[src/rtl/core/cwlm_pkg.sv]
// Shared constants and types of the CT window/level mapper.
package cwlm_pkg;

	localparam int DENSITY_BITS = 16;
	localparam int GRAY_BITS    = 8;
	localparam int DIFF_BITS    = DENSITY_BITS + 1;
	localparam int NUM_BITS     = DIFF_BITS + GRAY_BITS;
	localparam int QUO_STEPS    = GRAY_BITS;
	localparam int STEP_BITS    = $clog2(QUO_STEPS);

	localparam int APB_DATA_BITS = 32;
	localparam int APB_ADDR_BITS = 3;
	localparam int REG_IDX_LSB   = 2;

	localparam int QUEUE_DEPTH = 2;
	localparam int QPTR_BITS   = $clog2(QUEUE_DEPTH);
	localparam int QCNT_BITS   = $clog2(QUEUE_DEPTH + 1);

	localparam logic REG_LOWER = 1'b0;
	localparam logic REG_UPPER = 1'b1;

	localparam logic [GRAY_BITS-1:0] GRAY_FULL = '1;
	localparam logic [GRAY_BITS-1:0] GRAY_ZERO = '0;

	localparam logic signed [DENSITY_BITS-1:0] PAD_LIMIT    = DENSITY_BITS'(-16000);
	localparam logic signed [DENSITY_BITS-1:0] MIN_IN_RESET = DENSITY_BITS'(16000);
	localparam logic signed [DENSITY_BITS-1:0] MAX_IN_RESET = DENSITY_BITS'(-16000);
	localparam logic signed [DENSITY_BITS-1:0] LOWER_RESET  = DENSITY_BITS'(0);
	localparam logic signed [DENSITY_BITS-1:0] UPPER_RESET  = DENSITY_BITS'(255);

	localparam logic [1:0] CLS_ZERO = 2'd0;
	localparam logic [1:0] CLS_FULL = 2'd1;
	localparam logic [1:0] CLS_RAMP = 2'd2;

	typedef struct packed {
		logic signed [DENSITY_BITS-1:0] density;
		logic                           frame_start;
	} pixel_t;

	typedef struct packed {
		logic [GRAY_BITS-1:0]           gray_level;
		logic signed [DENSITY_BITS-1:0] input_min;
		logic signed [DENSITY_BITS-1:0] input_max;
		logic [GRAY_BITS-1:0]           output_min;
		logic [GRAY_BITS-1:0]           output_max;
		logic                           window_error;
	} result_t;

	typedef struct packed {
		logic signed [DENSITY_BITS-1:0] density;
		logic                           frame_start;
		logic                           window_error;
		logic [1:0]                     cls;
		logic [DENSITY_BITS-1:0]        range_w;
		logic [NUM_BITS-1:0]            num;
	} work_t;

endpackage

[src/rtl/core/cwlm_front.sv]
// Front end: accepts pixel requests and classifies them against the window.
module cwlm_front import cwlm_pkg::*; (
	input  pixel_t                         pixel,
	input  logic                           pixel_valid,
	output logic                           pixel_ready,
	input  logic signed [DENSITY_BITS-1:0] lower_threshold,
	input  logic signed [DENSITY_BITS-1:0] upper_threshold,
	output work_t                          work,
	output logic                           work_valid,
	input  logic                           work_ready
);

	logic signed [DIFF_BITS-1:0] range_s;
	logic signed [DIFF_BITS-1:0] offset_s;
	logic                        err;

	assign range_s  = DIFF_BITS'(upper_threshold) - DIFF_BITS'(lower_threshold);
	assign offset_s = DIFF_BITS'(pixel.density) - DIFF_BITS'(lower_threshold);
	assign err      = upper_threshold <= lower_threshold;

	always_comb begin
		work.density      = pixel.density;
		work.frame_start  = pixel.frame_start;
		work.window_error = err;
		work.range_w      = range_s[DENSITY_BITS-1:0];
		work.num          = {offset_s, {GRAY_BITS{1'b0}}} - {{GRAY_BITS{1'b0}}, offset_s};
		if (err) begin
			work.cls = CLS_ZERO;
		end else if (pixel.density < lower_threshold) begin
			work.cls = (pixel.density < PAD_LIMIT) ? CLS_FULL : CLS_ZERO;
		end else if (pixel.density > upper_threshold) begin
			work.cls = CLS_FULL;
		end else begin
			work.cls = CLS_RAMP;
		end
	end

	assign work_valid  = pixel_valid;
	assign pixel_ready = work_ready;

endmodule

[src/rtl/core/cwlm_queue.sv]
// Two-entry queue between the classifying front end and the divider back end.
module cwlm_queue import cwlm_pkg::*; (
	input  logic  clk,
	input  logic  arst_n,
	input  work_t push_data,
	input  logic  push_valid,
	output logic  push_ready,
	output work_t pop_data,
	output logic  pop_valid,
	input  logic  pop_ready
);

	work_t                entry_q [QUEUE_DEPTH];
	logic [QPTR_BITS-1:0] wr_ptr_q;
	logic [QPTR_BITS-1:0] rd_ptr_q;
	logic [QCNT_BITS-1:0] count_q;
	logic                 push;
	logic                 pop;

	assign push_ready = count_q != QCNT_BITS'(QUEUE_DEPTH);
	assign pop_valid  = count_q != '0;
	assign pop_data   = entry_q[rd_ptr_q];
	assign push       = push_valid & push_ready;
	assign pop        = pop_valid & pop_ready;

	always_ff @(posedge clk) begin
		if (push) begin
			entry_q[wr_ptr_q] <= push_data;
		end
	end

	always_ff @(posedge clk or negedge arst_n) begin
		if (!arst_n) begin
			wr_ptr_q <= '0;
			rd_ptr_q <= '0;
			count_q  <= '0;
		end else begin
			if (push) begin
				wr_ptr_q <= wr_ptr_q + QPTR_BITS'(1);
			end
			if (pop) begin
				rd_ptr_q <= rd_ptr_q + QPTR_BITS'(1);
			end
			if (push && !pop) begin
				count_q <= count_q + QCNT_BITS'(1);
			end else if (pop && !push) begin
				count_q <= count_q - QCNT_BITS'(1);
			end
		end
	end

endmodule

[src/rtl/core/cwlm_back.sv]
// Back end: restoring divider for the gray ramp, frame statistics, result register.
module cwlm_back import cwlm_pkg::*; (
	input  logic    clk,
	input  logic    arst_n,
	input  work_t   work,
	input  logic    work_valid,
	output logic    work_ready,
	output result_t result,
	output logic    result_valid,
	input  logic    result_ready
);

	localparam logic [1:0] ST_IDLE = 2'd0;
	localparam logic [1:0] ST_DIV  = 2'd1;
	localparam logic [1:0] ST_FIN  = 2'd2;

	logic [1:0]                     state_q;
	work_t                          item_q;
	logic [NUM_BITS-1:0]            rem_q;
	logic [NUM_BITS-1:0]            dvs_q;
	logic [GRAY_BITS-1:0]           quo_q;
	logic [STEP_BITS-1:0]           step_q;
	logic signed [DENSITY_BITS-1:0] min_in_q;
	logic signed [DENSITY_BITS-1:0] max_in_q;
	logic [GRAY_BITS-1:0]           min_out_q;
	logic [GRAY_BITS-1:0]           max_out_q;
	result_t                        result_q;
	logic                           result_valid_q;

	logic [NUM_BITS:0]              diff;
	logic                           fits;
	logic                           fin_go;
	logic [GRAY_BITS-1:0]           gray;
	logic signed [DENSITY_BITS-1:0] base_min_in;
	logic signed [DENSITY_BITS-1:0] base_max_in;
	logic [GRAY_BITS-1:0]           base_min_out;
	logic [GRAY_BITS-1:0]           base_max_out;
	result_t                        next_result;

	assign work_ready = state_q == ST_IDLE;
	assign diff       = {1'b0, rem_q} - {1'b0, dvs_q};
	assign fits       = !diff[NUM_BITS];
	assign fin_go     = (state_q == ST_FIN) && (!result_valid_q || result_ready);

	always_comb begin
		case (item_q.cls)
			CLS_RAMP: gray = quo_q;
			CLS_FULL: gray = GRAY_FULL;
			default:  gray = GRAY_ZERO;
		endcase
		base_min_in  = item_q.frame_start ? MIN_IN_RESET : min_in_q;
		base_max_in  = item_q.frame_start ? MAX_IN_RESET : max_in_q;
		base_min_out = item_q.frame_start ? GRAY_FULL : min_out_q;
		base_max_out = item_q.frame_start ? GRAY_ZERO : max_out_q;
		next_result.gray_level   = gray;
		next_result.input_min    = (item_q.density < base_min_in) ? item_q.density : base_min_in;
		next_result.input_max    = (item_q.density > base_max_in) ? item_q.density : base_max_in;
		next_result.output_min   = (gray < base_min_out) ? gray : base_min_out;
		next_result.output_max   = (gray > base_max_out) ? gray : base_max_out;
		next_result.window_error = item_q.window_error;
	end

	always_ff @(posedge clk) begin
		unique case (state_q)
			ST_IDLE: begin
				if (work_valid) begin
					item_q <= work;
					rem_q  <= work.num;
					dvs_q  <= NUM_BITS'({work.range_w, {(GRAY_BITS-1){1'b0}}});
					step_q <= STEP_BITS'(QUO_STEPS - 1);
				end
			end
			ST_DIV: begin
				if (fits) begin
					rem_q <= diff[NUM_BITS-1:0];
				end
				quo_q  <= {quo_q[GRAY_BITS-2:0], fits};
				dvs_q  <= dvs_q >> 1;
				step_q <= step_q - STEP_BITS'(1);
			end
			default: begin
			end
		endcase
		if (fin_go) begin
			result_q <= next_result;
		end
	end

	always_ff @(posedge clk or negedge arst_n) begin
		if (!arst_n) begin
			state_q        <= ST_IDLE;
			result_valid_q <= 1'b0;
			min_in_q       <= MIN_IN_RESET;
			max_in_q       <= MAX_IN_RESET;
			min_out_q      <= GRAY_FULL;
			max_out_q      <= GRAY_ZERO;
		end else begin
			unique case (state_q)
				ST_IDLE: begin
					if (work_valid) begin
						state_q <= (work.cls == CLS_RAMP) ? ST_DIV : ST_FIN;
					end
				end
				ST_DIV: begin
					if (step_q == '0) begin
						state_q <= ST_FIN;
					end
				end
				ST_FIN: begin
					if (fin_go) begin
						state_q <= ST_IDLE;
					end
				end
				default: state_q <= ST_IDLE;
			endcase
			if (fin_go) begin
				result_valid_q <= 1'b1;
				min_in_q       <= next_result.input_min;
				max_in_q       <= next_result.input_max;
				min_out_q      <= next_result.output_min;
				max_out_q      <= next_result.output_max;
			end else if (result_ready) begin
				result_valid_q <= 1'b0;
			end
		end
	end

	assign result       = result_q;
	assign result_valid = result_valid_q;

endmodule

[src/rtl/core/ct_window_level_mapper_unit.sv]
// Top level of the CT window/level mapper: window registers, front end, queue, back end.
// Maps each signed density to an 8-bit gray level through the window held in the
// lower and upper threshold registers, and reports running input and gray extremes
// of the current frame with every result. A pixel inside the window passes through
// the back end in order: a pick-up state that takes it from the queue, the restoring
// divider that produces one quotient bit per cycle, and a finish state that retires it
// into the result register once that register is free. Pixels outside the window, and
// all pixels while the window is invalid, skip the divider. The front end classifies
// a pixel in the cycle it is accepted and a two-entry queue lets up to two pixels
// wait ahead of the divider. Write the thresholds only while no pixel is in flight.
module ct_window_level_mapper_unit import cwlm_pkg::*; (
	input  logic                     clk,
	input  logic                     arst_n,
	input  pixel_t                   pixel,
	input  logic                     pixel_valid,
	output logic                     pixel_ready,
	output result_t                  result,
	output logic                     result_valid,
	input  logic                     result_ready,
	input  logic                     psel,
	input  logic                     penable,
	input  logic                     pwrite,
	input  logic [APB_ADDR_BITS-1:0] paddr,
	input  logic [APB_DATA_BITS-1:0] pwdata,
	output logic [APB_DATA_BITS-1:0] prdata,
	output logic                     pready
);

	logic signed [DENSITY_BITS-1:0] lower_q;
	logic signed [DENSITY_BITS-1:0] upper_q;
	logic                           reg_idx;
	logic                           reg_write;
	work_t                          front_work;
	logic                           front_valid;
	logic                           front_ready;
	work_t                          back_work;
	logic                           back_valid;
	logic                           back_ready;

	assign pready    = 1'b1;
	assign reg_idx   = paddr[REG_IDX_LSB];
	assign reg_write = psel & penable & pwrite & pready;

	always_ff @(posedge clk or negedge arst_n) begin
		if (!arst_n) begin
			lower_q <= LOWER_RESET;
			upper_q <= UPPER_RESET;
		end else if (reg_write) begin
			unique case (reg_idx)
				REG_LOWER: lower_q <= pwdata[DENSITY_BITS-1:0];
				REG_UPPER: upper_q <= pwdata[DENSITY_BITS-1:0];
				default: begin
				end
			endcase
		end
	end

	always_comb begin
		unique case (reg_idx)
			REG_LOWER: prdata = APB_DATA_BITS'(lower_q);
			REG_UPPER: prdata = APB_DATA_BITS'(upper_q);
			default:   prdata = '0;
		endcase
	end

	cwlm_front u_front (
		.pixel           (pixel),
		.pixel_valid     (pixel_valid),
		.pixel_ready     (pixel_ready),
		.lower_threshold (lower_q),
		.upper_threshold (upper_q),
		.work            (front_work),
		.work_valid      (front_valid),
		.work_ready      (front_ready)
	);

	cwlm_queue u_queue (
		.clk        (clk),
		.arst_n     (arst_n),
		.push_data  (front_work),
		.push_valid (front_valid),
		.push_ready (front_ready),
		.pop_data   (back_work),
		.pop_valid  (back_valid),
		.pop_ready  (back_ready)
	);

	cwlm_back u_back (
		.clk          (clk),
		.arst_n       (arst_n),
		.work         (back_work),
		.work_valid   (back_valid),
		.work_ready   (back_ready),
		.result       (result),
		.result_valid (result_valid),
		.result_ready (result_ready)
	);

endmodule

[config.mk]
export PLATFORM = sky130hd
export DESIGN_NAME = ct_window_level_mapper_unit
export DESIGN_NICKNAME = d
export VERILOG_FILES = /design/src/rtl/core/cwlm_pkg.sv /design/src/rtl/core/cwlm_front.sv /design/src/rtl/core/cwlm_queue.sv /design/src/rtl/core/cwlm_back.sv /design/src/rtl/core/ct_window_level_mapper_unit.sv
export SDC_FILE = /design/constraint.sdc
export NUM_CORES = 1
export LEC_CHECK = 0
export BUFFER_PORTS_ARGS = -buffer_cell sky130_fd_sc_hd__buf_4
export CAP_MARGIN = 30
export CORE_ASPECT_RATIO = 0.75
export CORE_UTILIZATION = 60
export DETAILED_ROUTE_END_ITERATION = 7
export PLACE_DENSITY = 0.8
export SLEW_MARGIN = 20
export SYNTH_ARGS = -nofsm -noshare
export SYNTH_HDL_FRONTEND = slang
export SYNTH_SLANG_ARGS = --single-unit
[constraint.sdc]
create_clock -name clk -period 8.46 [get_ports clk]
set_clock_uncertainty 0.05 [all_clocks]
set_input_delay 0.846 -clock clk [delete_from_list [all_inputs] [get_ports clk]]
set_output_delay 0.846 -clock clk [all_outputs]
set_load 0.005 [all_outputs]
* Word-level counts from Yosys, hierarchy flattened
Memory sizes are Yosys's and may differ from the RTL's.
Cells that the tools add are included.
** Storage, ports and cells
- Register bits :: 225
- Memories kept :: 1
- Output and inout bits :: 92
- Logic and storage cells :: 110
- Input bits :: 59
- Memory bits (writable) :: 122
** Operators by class
- Reduce and logical (&&, ||, !) cells :: 20
- Bitwise operators :: 5
- Order comparisons :: 8
- $add $sub $neg :: 9
- Equal/unequal tests :: 10
- Mux-type cells :: 32
** Memories
- u_queue.entry_q :: depth 2, bits a word 61, read ports 1, clocked after Yosys merged registers in 0, write ports 1, RTL line cwlm_queue.sv:13 : work_t entry_q [QUEUE_DEPTH];
** Operators with widths (count)
- 25-bit one-hot mux with 2 select lines :: 2
- 25-bit 2-to-1 mux :: 3
- 16-bit 2-to-1 mux :: 4
- 32-bit one-hot mux with 2 select lines :: 1
- 16-bit > comparator :: 2
- 16-bit less-than comparator :: 2
- 8-bit 2-to-1 mux :: 4
- 25-bit by 25-bit subtractor with 26-bit output :: 1
- 25-bit by 17-bit subtractor with 25-bit output :: 1
- 2-bit 2-to-1 mux :: 9
- 16-bit by 16-bit subtractor with 17-bit output :: 1
- 16-bit less-or-equal comparator :: 1
- 16-bit by 15-bit less-than comparator with 1-bit output, second input constant :: 1
- 8-bit one-hot mux with 2 select lines :: 1
- 16-bit subtractor :: 1
- 8-bit > comparator :: 1
- 8-bit less-than comparator :: 1
- 2-bit AND reduction :: 4
- 2-bit nonzero test :: 4
- 2-bit equality test, second input constant :: 3
- 2-bit by 1-bit != test with 1-bit output, second input constant :: 3
- 2-bit one-hot mux with 3 select lines :: 1
- 3-bit one-hot mux with 2 select lines :: 1
- 3-bit AND reduction :: 2
- other kinds (15) :: 30

* Depth between registers and ports, before layout
Gate-level depths: netlist of the first run.
- Depth after elaboration :: 6
- Mapped depth :: 19
- Mapped depth without buffers :: 19

* Cells and area by module
From an unflattened synthesis of the first run, not the netlist that was laid out.
** Second synthesis, totals
- Cell total of the unflattened synthesis :: 1649
- Area, all modules :: 19516.2 sq um
** Modules (own cells, without submodules)
- cwlm_back :: cells each 898, instances 1, area each 9987.1 sq um, seq. area each 5382.7 sq um
- cwlm_queue :: cells each 208, instances 1, area each 4897.2 sq um, seq. area each 3763.6 sq um
- cwlm_front :: cells each 439, instances 1, area each 3027.9 sq um, seq. area each 0.0 sq um
- ct_window_level_mapper_unit :: cells each 104, instances 1, area each 1604.0 sq um, seq. area each 810.8 sq um

* Worst setup path before layout of the first run
Ideal clock, no wire load.
- Path type :: input -> register
- Start :: in pixel[1] (netlist name)
- End :: mem u_queue.entry_q[0][23] (netlist name) (data pin)
- Data arrival time :: 4.648 ns
- Data required time :: 8.147 ns
- Slack :: 3.499 ns
- Setup time :: 0.263 ns
- Stages :: 19
- Buffers on the path :: 0
- Cell sequence :: inv_1 -> ha_1 -> fa_1 -> and2b_1 -> o211ai_1 -> a211oi_2 -> a21oi_1 -> xnor2_1 -> inv_1 -> ha_1 -> nand3_1 -> or4_1 -> o31a_1 -> a211oi_1 -> o31a_2 -> o211ai_1 -> a21boi_1 -> nor3_1 -> a211o_1
** RTL lines
- start, declared :: RTL line ct_window_level_mapper_unit.sv:14 : input pixel_t pixel,
- end, declared :: RTL line cwlm_queue.sv:13

==> metrics.txt, run 1 <==
post_cts resized=0; crit path time final=5.197 ns; post-route ant nets=0; Crit path required time=8.67 ns; buffers inserted by post-CTS timing repair=0; Routability Congestion=0.8947; Final Non-Filler Cells=2138; Vias per Instance=5.945; share of layout cells above drive strength 1=18.98%; total chip power=9.351 mW; final sum of negative setup slack=0 ns; detailed-router iteration count before antenna repair=5; Setup crit end kind=flip-flop; final hold slack=0.2639 ns; total I/O pin count=151; GRT Residual Overflow=0; worst rel slew slack=40.91%; data arrival time of the critical path=5.41 ns; pin count of the biggest net entering global routing=89; net count after synthesis=1775; Horiz. Die Dim=204.5 um; met3 global-route usage=4.175%; slew at the pin closest to its max-slew limit=0.8817 ns; number of buffers on the longest clock path=3; number of synthesis warnings=0; vias in the first global route=12210; per-cell routed wire length=18.68 um; number of port buffers=131; crit path kind=input port to flip-flop; clock slew seen by the registers of the worst setup and hold paths=0.06 ns; number of diodes added for antenna fixing=0; average size of a mapped cell=11.64 um^2; number of setup violations in the final report=0; clock tree from TritonCTS=done; number of rows created at floorplan=55; Synth Instances=1585; placeable core area=30210 um^2; max-cap violation count=0; overall die height=153.9 um; hold buffer count at cts=0; Sink Count=345; final routed wirelength across all metal layers=39.94 mm; TritonCTS Buffers=37; portion of the post-synthesis area used by sequential elements=53.96%; worst min-delay path class=input port to asynchronous set/reset pin; number of antenna violations at the first check in global routing=0; Final Hold Fails=0; critical path peak fanout=4; cell chosen for the clock root=sky130_fd_sc_hd__clkbuf_16; area added between synthesis and finish=13.72%; remaining routing DRC violations=0; M1 GR Usage=37.68%; count of different cell masters after synthesis=89; share of the cycle needed by the critical path after routing=61.43%; switching portion of total power=39.02%; global-route usage over all layers=25.75%; Synth Register Bits=345; peak supply drop=219.7 uV; power per unit of standard cell area=445.6 nW/um^2; proportion of register bits with asynchronous set or reset after synthesis=25.22%; netlist area before placement=18450 um^2; number of H-tree branching levels=2; count of flip-flops with a built-in enable after synthesis=258; DIE AREA=31470 um^2; total leakage power=8.811 nW; Clock Power Share=16.6%; sequential fraction of design power=35.1%; status=completed; HPWL Detailed=27.71 mm; met2 track demand over resource in global routing=40.02%; RSZ-0062 raised after global routing=no; number of instances in the placed design=2065; Skew-Pair Late Insertion Delay=0.53 ns; Most Crowded Layer GR=met2; global-route wire length before repair=63.70 mm; number of pins with negative max-slew slack in the final report=0; count of vias placed by the detailed router=12710; number of DRC markers after the initial detailed-route iteration=951; combinational fraction of design power=48.3%; initial cell density of the core=61.08%; share of the core filled with cells=69.46%; Fmax=192.4 MHz; most used flip-flop cell after synthesis=sky130_fd_sc_hd__edfxtp_1; number of nets in the finished design=1900; internal cell power=5.702 mW; NetSw=3.649 mW; startpoint types=input port
[power by group through the flow]
stage | Sequential [mW] | Clock, mW | Combinational (mW)
final | 3.29 | 1.55 | 4.52
after global placement | 3.27 | 0 | 4.23
after global routing | 3.35 | 1.63 | 4.99
after detailed placement | 3.30 | 0 | 4.39
after CTS | 3.28 | 1.57 | 4.45
after floorplan | 3.22 | 0 | 3.17
[sequential cells by signal, indices dropped and copies added (netlist names)]
name	count
u_queue.entry_q	122
u_back.result	57
u_back.rem_q	25
u_back.dvs_q	23
u_back.item_q	20
lower_q	16
u_back.max_in_q	16
u_back.min_in_q	16
upper_q	16
u_back.max_out_q	8
u_back.min_out_q	8
u_back.quo_q	8
u_back.step_q	3
u_back.state_q	2
u_queue.count_q	2
u_back.result_valid	1
u_queue.rd_ptr_q	1
u_queue.wr_ptr_q	1
[Yosys cell counts, types with 9 or more instances]
| cell type | number | area (um^2) |
|---|---|---|
| sky130_fd_sc_hd__edfxtp_1 | 258 | 7747 |
| sky130_fd_sc_hd__dfstp_2 | 26 | 683.2 |
| sky130_fd_sc_hd__nand2_1 | 131 | 491.7 |
| sky130_fd_sc_hd__a22o_1 | 22 | 192.7 |
| sky130_fd_sc_hd__nor2_1 | 92 | 345.3 |
| sky130_fd_sc_hd__clkbuf_1 | 39 | 146.4 |
| sky130_fd_sc_hd__ha_1 | 128 | 1602 |
| sky130_fd_sc_hd__buf_4 | 17 | 127.6 |
| sky130_fd_sc_hd__nor4_1 | 9 | 56.30 |
| sky130_fd_sc_hd__nand2b_1 | 21 | 131.4 |
| sky130_fd_sc_hd__a21oi_1 | 78 | 390.4 |
| sky130_fd_sc_hd__o21a_1 | 22 | 165.2 |
| sky130_fd_sc_hd__nor2b_1 | 24 | 150.1 |
| sky130_fd_sc_hd__dfrtp_1 | 61 | 1526 |
| sky130_fd_sc_hd__nand3_1 | 17 | 85.08 |
| sky130_fd_sc_hd__inv_1 | 114 | 427.9 |
| sky130_fd_sc_hd__mux2i_1 | 51 | 510.5 |
| sky130_fd_sc_hd__xnor2_1 | 36 | 315.3 |
| sky130_fd_sc_hd__nor3_1 | 28 | 140.1 |
| sky130_fd_sc_hd__mux2_2 | 64 | 720.7 |
| sky130_fd_sc_hd__o22a_1 | 13 | 113.9 |
| sky130_fd_sc_hd__xor2_1 | 27 | 236.5 |
| sky130_fd_sc_hd__nand4_1 | 17 | 106.4 |
| sky130_fd_sc_hd__o21ai_0 | 98 | 490.5 |
| sky130_fd_sc_hd__a211oi_1 | 12 | 90.09 |
| sky130_fd_sc_hd__a21o_1 | 35 | 262.8 |
[layout by cell type, fill, tap and decap left out, types with 26 or more instances in the layout]
cell | netlist | final
sky130_fd_sc_hd__dfrtp_1 | 61 | 60
sky130_fd_sc_hd__nor2_1 | 92 | 90
sky130_fd_sc_hd__buf_4 | 17 | 147
sky130_fd_sc_hd__dfstp_2 | 26 | 26
sky130_fd_sc_hd__inv_1 | 114 | 114
sky130_fd_sc_hd__xor2_1 | 27 | 27
sky130_fd_sc_hd__a21o_1 | 35 | 35
sky130_fd_sc_hd__clkbuf_16 | 0 | 39
sky130_fd_sc_hd__edfxtp_1 | 258 | 258
sky130_fd_sc_hd__nand2_1 | 131 | 131
sky130_fd_sc_hd__mux2i_1 | 51 | 51
sky130_fd_sc_hd__nor3_1 | 28 | 28
sky130_fd_sc_hd__o21ai_0 | 98 | 97
sky130_fd_sc_hd__a21oi_1 | 78 | 76
sky130_fd_sc_hd__mux2_2 | 64 | 64
sky130_fd_sc_hd__xnor2_1 | 36 | 36
sky130_fd_sc_hd__ha_1 | 128 | 128
[critical path: stages]
cell and delay (ns):
sky130_fd_sc_hd__buf_4 0.09, sky130_fd_sc_hd__inv_1 0.09, sky130_fd_sc_hd__ha_1 0.27, sky130_fd_sc_hd__fa_1 0.44
sky130_fd_sc_hd__and2b_1 0.25, sky130_fd_sc_hd__o211ai_1 0.16, sky130_fd_sc_hd__a211oi_2 0.37, sky130_fd_sc_hd__a21oi_1 0.16
sky130_fd_sc_hd__xnor2_1 0.32, sky130_fd_sc_hd__inv_1 0.09, sky130_fd_sc_hd__ha_1 0.35, sky130_fd_sc_hd__nand3_1 0.10
sky130_fd_sc_hd__or4_1 0.40, sky130_fd_sc_hd__o31a_1 0.27, sky130_fd_sc_hd__a211oi_1 0.26, sky130_fd_sc_hd__o31a_2 0.22
sky130_fd_sc_hd__o211ai_1 0.09, sky130_fd_sc_hd__a21boi_1 0.29, sky130_fd_sc_hd__nor3_1 0.09, sky130_fd_sc_hd__a211o_1 0.26
[cell families after synthesis]
kind of cell | count (synthesis) | synth area share (%)
AO/OA/AOI/OAI | 359 | 12.95
AND/OR/NAND/NOR | 388 | 10.14
XOR/XNOR | 65 | 3.167
flip-flops | 345 | 53.96
multiplexers | 115 | 6.672
adder cells (fa/ha/maj) | 132 | 9.066
buffers and inverters | 180 | 4.028
other | 1 | 0.02032
[per-stage QoR]
step	setup slack, ns	cell area (um^2)
6_report	3.263	20990
5_1_grt	2.913	20990
4_1_cts	3.325	20930
3_5_place_dp	2.783	19770
3_3_place_gp	2.844	19750
2_1_floorplan	3.499	18450
[final cells by class]
cell class	instances	area [um^2]
sequential	345	9958
timing repair buffer	151	1161
multi-input combinational	1060	7776
tap	399	499.2
clock buffer	53	1059
clock inverter	15	100.1
inverter	115	431.7
fill	2089	9225
[worst paths after layout]
path	slack [ns]	end	cells past startpoint	from
worst max-delay path	3.26	u_queue.entry_q[0][23]	20	pixel[1]
worst min-delay path	0.26	u_back.max_in_q[9]	1	arst_n
worst max register to register	3.37	u_queue.entry_q[0][23]	18	lower_q[0]
worst min register to register	0.37	u_back.result[0]	0	u_back.item_q[43]
max in group asynchronous	7.05	u_queue.rd_ptr_q	2	arst_n
min in group clk	0.37	u_back.result[0]	0	u_back.item_q[43]
[metal layers]
metal | routed length [um] | up-vias
met2 | 17970 | 464
met4 | 739 | 0
met1 | 18530 | 6154
met5 | 0 | -
met3 | 2701 | 58
li1 | - | 6035
(Power assumes the default switching activity.)
==> inputs of run 2 (changes only) <==
==> constraint.sdc (replaced) <==
create_clock -name clk -period 5.3 [get_ports clk]
set_clock_uncertainty 0.05 [all_clocks]
set_input_delay 0.53 -clock clk [delete_from_list [all_inputs] [get_ports clk]]
set_output_delay 0.53 -clock clk [all_outputs]
set_load 0.005 [all_outputs]
==> run 2 against run 1 <==
  * Critical path depth decreased by 2
  * Combinational power grew 59%
  * Largest power group unchanged
  * Die area stayed put
  * Register-to-register slack worse by 2.8 ns
  * Sequential share of layout area down 0.099 points
  * Highest routed layer unchanged
  * Global-route usage grew 0.37 points
  * Sequential power grew 61%
  * Largest cell class unchanged
  * Cell count about the same
==> metrics.txt, run 2 (synthesis results as in run 1) <==
HPWL Detailed=28.89 mm; terminating pin of the worst hold path=u_queue.entry_q[1][44]; overall die height=153.9 um; number of nets in the finished design=1903; Crit path required time=5.52 ns; GRT Residual Overflow=0; critical path peak fanout=4; initial cell density of the core=61.08%; Sink Count=345; clock tree from TritonCTS=done; final hold slack=0.1385 ns; pin count of the biggest net entering global routing=72; worst reg2reg path depth=18; global-route usage over all layers=26.12%; number of rows created at floorplan=55; area added between synthesis and finish=13.96%; launch point of the worst hold path=pixel[0]; internal cell power=9.128 mW; post_cts resized=0; area used by multi-input combinational logic=7776 um^2; Setup crit end kind=flip-flop; per-cell routed wire length=19.12 um; summed area of non-filler cells in the final layout=21030 um^2; crit path kind=flip-flop to flip-flop; worst-case setup slack after placement=0.2334 ns; sequential fraction of design power=35.2%; Routability Congestion=0.9042; Horiz. Die Dim=204.5 um; number of diodes added for antenna fixing=0; TritonCTS Buffers=36; vias in the first global route=12220; max-cap violation count=0; number of H-tree branching levels=2; Fmax=210.1 MHz; terminus of the critical flop-to-flop path=u_queue.entry_q[1][17]; number of antenna violations at the first check in global routing=0; Clock Power Share=16.9%; DIE AREA=31470 um^2; commonest cells after routing, fill and taps aside=sky130_fd_sc_hd__edfxtp_1, sky130_fd_sc_hd__buf_4, sky130_fd_sc_hd__nand2_1, sky130_fd_sc_hd__ha_1, sky130_fd_sc_hd__inv_1; number of instances in the placed design=2068; Skew-Pair Late Insertion Delay=0.54 ns; source of the worst register-to-register timing path=lower_q[0]; number of port buffers=131; Final Hold Fails=0; filler cell count=2052; Cell Area, Placed=19780 um^2; Final Non-Filler Cells=2140; flip-flop count of the largest register, all copies and words added=122; final sum of negative setup slack=0 ns; most common library cell in the layout ignoring fill and taps=sky130_fd_sc_hd__edfxtp_1; share of the core filled with cells=69.61%; number of buffers on the longest clock path=3; remaining routing DRC violations=0; combinational fraction of design power=47.9%; minimum setup slack among reg-to-reg paths=0.54 ns; total I/O pin count=151; share of the cycle needed by the critical path after routing=89.81%; detailed-router iteration count before antenna repair=5; NetSw=5.879 mW; status=completed; share of layout cells above drive strength 1=19.24%; number of setup violations in the final report=0; switching portion of total power=39.18%; clock slew seen by the registers of the worst setup and hold paths=0.06 ns; power per unit of standard cell area=713.6 nW/um^2; startpoint types=flip-flop; cell chosen for the clock root=sky130_fd_sc_hd__clkbuf_16; data arrival time of the critical path=4.98 ns; global-route wire length before repair=64.16 mm; setup slack after layout=0.5401 ns; total leakage power=8.839 nW; hold buffer count at cts=1; post-route ant nets=0; final routed wirelength across all metal layers=40.91 mm; worst rel slew slack=38.73%; RSZ-0062 raised after global routing=no; slew at the pin closest to its max-slew limit=0.9169 ns; register with the most flip-flops=u_queue.entry_q; total chip power=15.01 mW; count of vias placed by the detailed router=12750; Vias per Instance=5.957; placeable core area=30210 um^2; buffers inserted by post-CTS timing repair=0; crit path time final=4.760 ns; area used by sequential logic in the layout=9958 um^2; number of DRC markers after the initial detailed-route iteration=1061; instance count along the most critical hold path=1; peak supply drop=397.3 uV; number of pins with negative max-slew slack in the final report=0; worst min-delay path class=input port to flip-flop
run 2: cell count changes in the layout (fill, tap and decap cells not counted), sizes merged:
| cell | before | now |
|---|---|---|
| buf | 151 | 154 |
| bufinv | 1 | 4 |
| clkbuf | 53 | 43 |
| dlygate4sd3 | 0 | 1 |
| clkinv | 12 | 15 |
| inv | 117 | 119 |
run 2: worst max path at each step:
stage	depth (start not counted)	start	end
after global placement	20	pixel[1]	u_queue.entry_q[1][23]
after CTS	18	lower_q[0]	u_queue.entry_q[1][17]
final	18	lower_q[0]	u_queue.entry_q[1][17]
after floorplan	19	pixel[1]	u_queue.entry_q[0][23]
after global routing	18	lower_q[0]	u_queue.entry_q[1][17]
after detailed placement	20	pixel[1]	u_queue.entry_q[0][17]
run 2: cell type report:
| class | count | share of cell area (%) |
|---|---|---|
| sequential | 345 | 47.36 |
| multi-input combinational | 1060 | 36.98 |
| timing repair buffer | 155 | 5.641 |
| clock buffer | 43 | 4.510 |
| tap | 399 | 2.374 |
| inverter | 115 | 2.053 |
| clock inverter | 23 | 1.089 |
run 2: power groups by stage:
stage	logic, mW	clock network (mW)	registers, mW
floorplan	5.06	0	5.14
finish	7.18	2.54	5.29
detailed placement	7.00	0	5.32
global route	7.90	2.68	5.39
CTS	7.10	2.56	5.28
global placement	6.76	0	5.26
run 2: routing by layer:
metal	GRT usage (%)	part of all wire, %	vias up	wire length [um]
met2	38.58	44	466	18010
met1	39.76	46	6169	18940
met3	4.430	7.5	73	3068
met5	0	0	-	0
li1	-	-	6041	-
met4	7.392	2.2	0	888
run 2: worst max-delay path, cell delays in order, from the launching register on:
cell	delay (ns)
sky130_fd_sc_hd__dfrtp_1	0.42
sky130_fd_sc_hd__ha_1	0.24
sky130_fd_sc_hd__fa_1	0.44
sky130_fd_sc_hd__and2b_1	0.25
sky130_fd_sc_hd__o211ai_1	0.18
sky130_fd_sc_hd__a211oi_2	0.30
sky130_fd_sc_hd__a21oi_1	0.14
sky130_fd_sc_hd__xnor2_1	0.20
sky130_fd_sc_hd__inv_1	0.07
sky130_fd_sc_hd__ha_1	0.18
sky130_fd_sc_hd__a21oi_1	0.24
sky130_fd_sc_hd__and2_2	0.22
sky130_fd_sc_hd__o31a_1	0.16
sky130_fd_sc_hd__a211oi_1	0.08
sky130_fd_sc_hd__o31a_2	0.36
sky130_fd_sc_hd__maj3_2	0.34
sky130_fd_sc_hd__a211oi_2	0.32
sky130_fd_sc_hd__o21bai_1	0.13
sky130_fd_sc_hd__xor2_1	0.17
==> inputs of run 3 (changes only) <==
--- a/config.mk
+++ b/config.mk
@@ -7,7 +7,7 @@
 export LEC_CHECK = 0
 export BUFFER_PORTS_ARGS = -buffer_cell sky130_fd_sc_hd__buf_4
 export CAP_MARGIN = 30
-export CORE_ASPECT_RATIO = 0.75
+export CORE_ASPECT_RATIO = 1.1
 export CORE_UTILIZATION = 60
 export DETAILED_ROUTE_END_ITERATION = 7
 export PLACE_DENSITY = 0.8
==> run 3 against run 2 <==
  * Non-clock buffer count unchanged
  * First-iteration DRC count fell by 4.9%
  * Final area rose by 0.24%
  * Die area hardly changed
  * Cell count grew 0.47%
  * Clock-buffer cell count grew 6
  * Via count is 0.45% lower
  * Sequential power barely moved
  * Sequential cell count stayed put
  * Sequential share of layout area fell by 0.11 points
  * Critical path type unchanged
  * Critical endpoint is now u_queue.entry_q[0][21]
  * Largest cell class unchanged
==> metrics.txt, run 3 (synthesis results as in run 1) <==
Final Non-Filler Cells=2150; cell chosen for the clock root=sky130_fd_sc_hd__clkbuf_16; clock tree from TritonCTS=done; Sink Count=345; worst min-delay path class=input port to flip-flop; Final Hold Fails=0; number of instances in the placed design=2076; met2 track demand over resource in global routing=44.15%; number of rows created at floorplan=66; slew at the pin closest to its max-slew limit=0.8683 ns; register with the most flip-flops=u_queue.entry_q; detailed-router iteration count before antenna repair=5; most common library cell in the layout ignoring fill and taps=sky130_fd_sc_hd__edfxtp_1; post_cts resized=0; number of DRC markers after the initial detailed-route iteration=1009; source of the worst register-to-register timing path=lower_q[0]; remaining routing DRC violations=0; count of vias placed by the detailed router=12690; number of diodes added for antenna fixing=0; total leakage power=8.845 nW; Crit path required time=5.48 ns; worst rel slew slack=42.12%; Routability Congestion=0.9098; crit path time final=4.974 ns; number of nets in the finished design=1904; status=completed; minimum setup slack among reg-to-reg paths=0.33 ns; number of buffers on the longest clock path=3; cell with the largest stage delay on the worst path=sky130_fd_sc_hd__fa_1; Critical Path End=u_queue.entry_q[0][21]; area added between synthesis and finish=14.23%; worst reg2reg path depth=18; share of the cycle needed by the critical path after routing=93.84%; Fmax=201.1 MHz; number of pins with negative max-slew slack in the final report=0; vias in the first global route=12390; pin count of the biggest net entering global routing=62; crit path kind=flip-flop to flip-flop; final sum of negative setup slack=0 ns; M1 GR Usage=33.60%; setup slack after layout=0.3264 ns; startpoint types=flip-flop; Crit. Startpoint=lower_q[0]; number of port buffers=131; number of setup violations in the final report=0; per-cell routed wire length=18.51 um; cells along the critical path=ha_1 > fa_1 > and2b_1 > o211ai_1 > a211oi_2 > a21oi_1 > xnor2_1 > inv_1 > ha_1 > nand3_1 > or4_1 > o31a_1 > a211oi_1 > o31a_2 > maj3_2 > a211oi_2 > o21ai_1 > xnor2_1; power per unit of standard cell area=709.1 nW/um^2; terminus of the critical flop-to-flop path=u_queue.entry_q[0][21]; post-route ant nets=0; global-route wire length before repair=63.32 mm; worst-case setup slack after placement=0.1313 ns; data arrival time of the critical path=5.15 ns; number of antenna violations at the first check in global routing=0; largest stage delay on the critical path=0.44 ns; commonest cells after routing, fill and taps aside=sky130_fd_sc_hd__edfxtp_1, sky130_fd_sc_hd__buf_4, sky130_fd_sc_hd__nand2_1, sky130_fd_sc_hd__ha_1, sky130_fd_sc_hd__inv_1; overall die height=185.9 um; flip-flop count of the largest register, all copies and words added=122; RSZ-0062 raised after global routing=no; placeable core area=29890 um^2; total I/O pin count=151; initial cell density of the core=61.73%; global-route usage over all layers=25.59%; peak supply drop=385.9 uV; Setup crit end kind=flip-flop; number of H-tree branching levels=2; share of layout cells above drive strength 1=19.29%; HPWL Detailed=28.16 mm; Skew-Pair Late Insertion Delay=0.52 ns; GRT Residual Overflow=0; Most Crowded Layer GR=met2; TritonCTS Buffers=37; critical path peak fanout=4; final routed wirelength across all metal layers=39.79 mm; Vias per Instance=5.903; max-cap violation count=0; Horiz. Die Dim=169.2 um; clock slew seen by the registers of the worst setup and hold paths=0.06 ns; met3 global-route usage=3.381%; DIE AREA=31460 um^2
[run 3: changes by cell type in the layout (fill, tap and decap cells not counted), moves of 2 or more]
cell,delta
sky130_fd_sc_hd__clkinvlp_4,+2
sky130_fd_sc_hd__clkinv_2,-3
sky130_fd_sc_hd__inv_8,-2
sky130_fd_sc_hd__inv_6,-2
sky130_fd_sc_hd__clkbuf_8,+4
[run 3: metal layers]
metal,up-vias,routed length [um]
li1,6035,-
met4,0,1018
met2,435,19750
met3,75,2222
met5,-,0
met1,6146,16790
[run 3: layout make-up]
cell class,instances,area (um^2)
clock buffer,49,1032
tap,408,510.5
clock inverter,18,180.2
multi-input combinational,1060,7776
sequential,345,9958
fill,2107,8815
inverter,115,431.7
timing repair buffer,155,1190
[run 3: critical path, delay by kind of cell, from the launching register on]
kind,cells,cell delay (ns)
AO/OA/AOI/OAI,8,1.81
adder cells (fa/ha/maj),4,1.27
AND/OR/NAND/NOR,3,0.75
flip-flops,1,0.42
XOR/XNOR,2,0.33
buffers and inverters,1,0.07
[run 3: per-stage QoR]
stage / area (um^2) / hold slack (ns) / total power, mW / util, %
global placement: 19790 / 0.3873 / 11.95 / 66.19
floorplan: 18450 / 0.1844 / 10.19 / -
global route: 21080 / 0.1408 / 15.94 / 70.51
finish: 21080 / 0.1568 / 14.95 / 70.51
detailed placement: 19790 / 0.3933 / 12.25 / 66.19
CTS: 21010 / 0.1400 / 14.89 / 70.28
[run 3: repair_timing]
action	CTS	global route
setup endpoints to repair	0	0
hold buffers	1	0
buffers inserted	0	0
endpoints found under the hold margin	16	0
[run 3: how the worst min path moves through the flow]
stage	start	endpoint	slack, ns	cells after the start
2_1_floorplan	arst_n	lower_q[0]	0.18	0
3_3_place_gp	u_back.quo_q[6]	u_back.quo_q[7]	0.39	0
3_5_place_dp	u_back.quo_q[1]	u_back.quo_q[2]	0.39	0
4_1_cts	pixel[1]	u_queue.entry_q[1][45]	0.14	1
5_1_grt	pixel[1]	u_queue.entry_q[0][45]	0.14	1
6_report	pixel[1]	u_queue.entry_q[1][45]	0.16	1
[run 3: power by group]
| part | internal [mW] | switching [mW] |
|---|---|---|
| Sequential | 4.68 | 0.585 |
| Combinational | 2.98 | 4.15 |
| Clock | 1.52 | 1.03 |
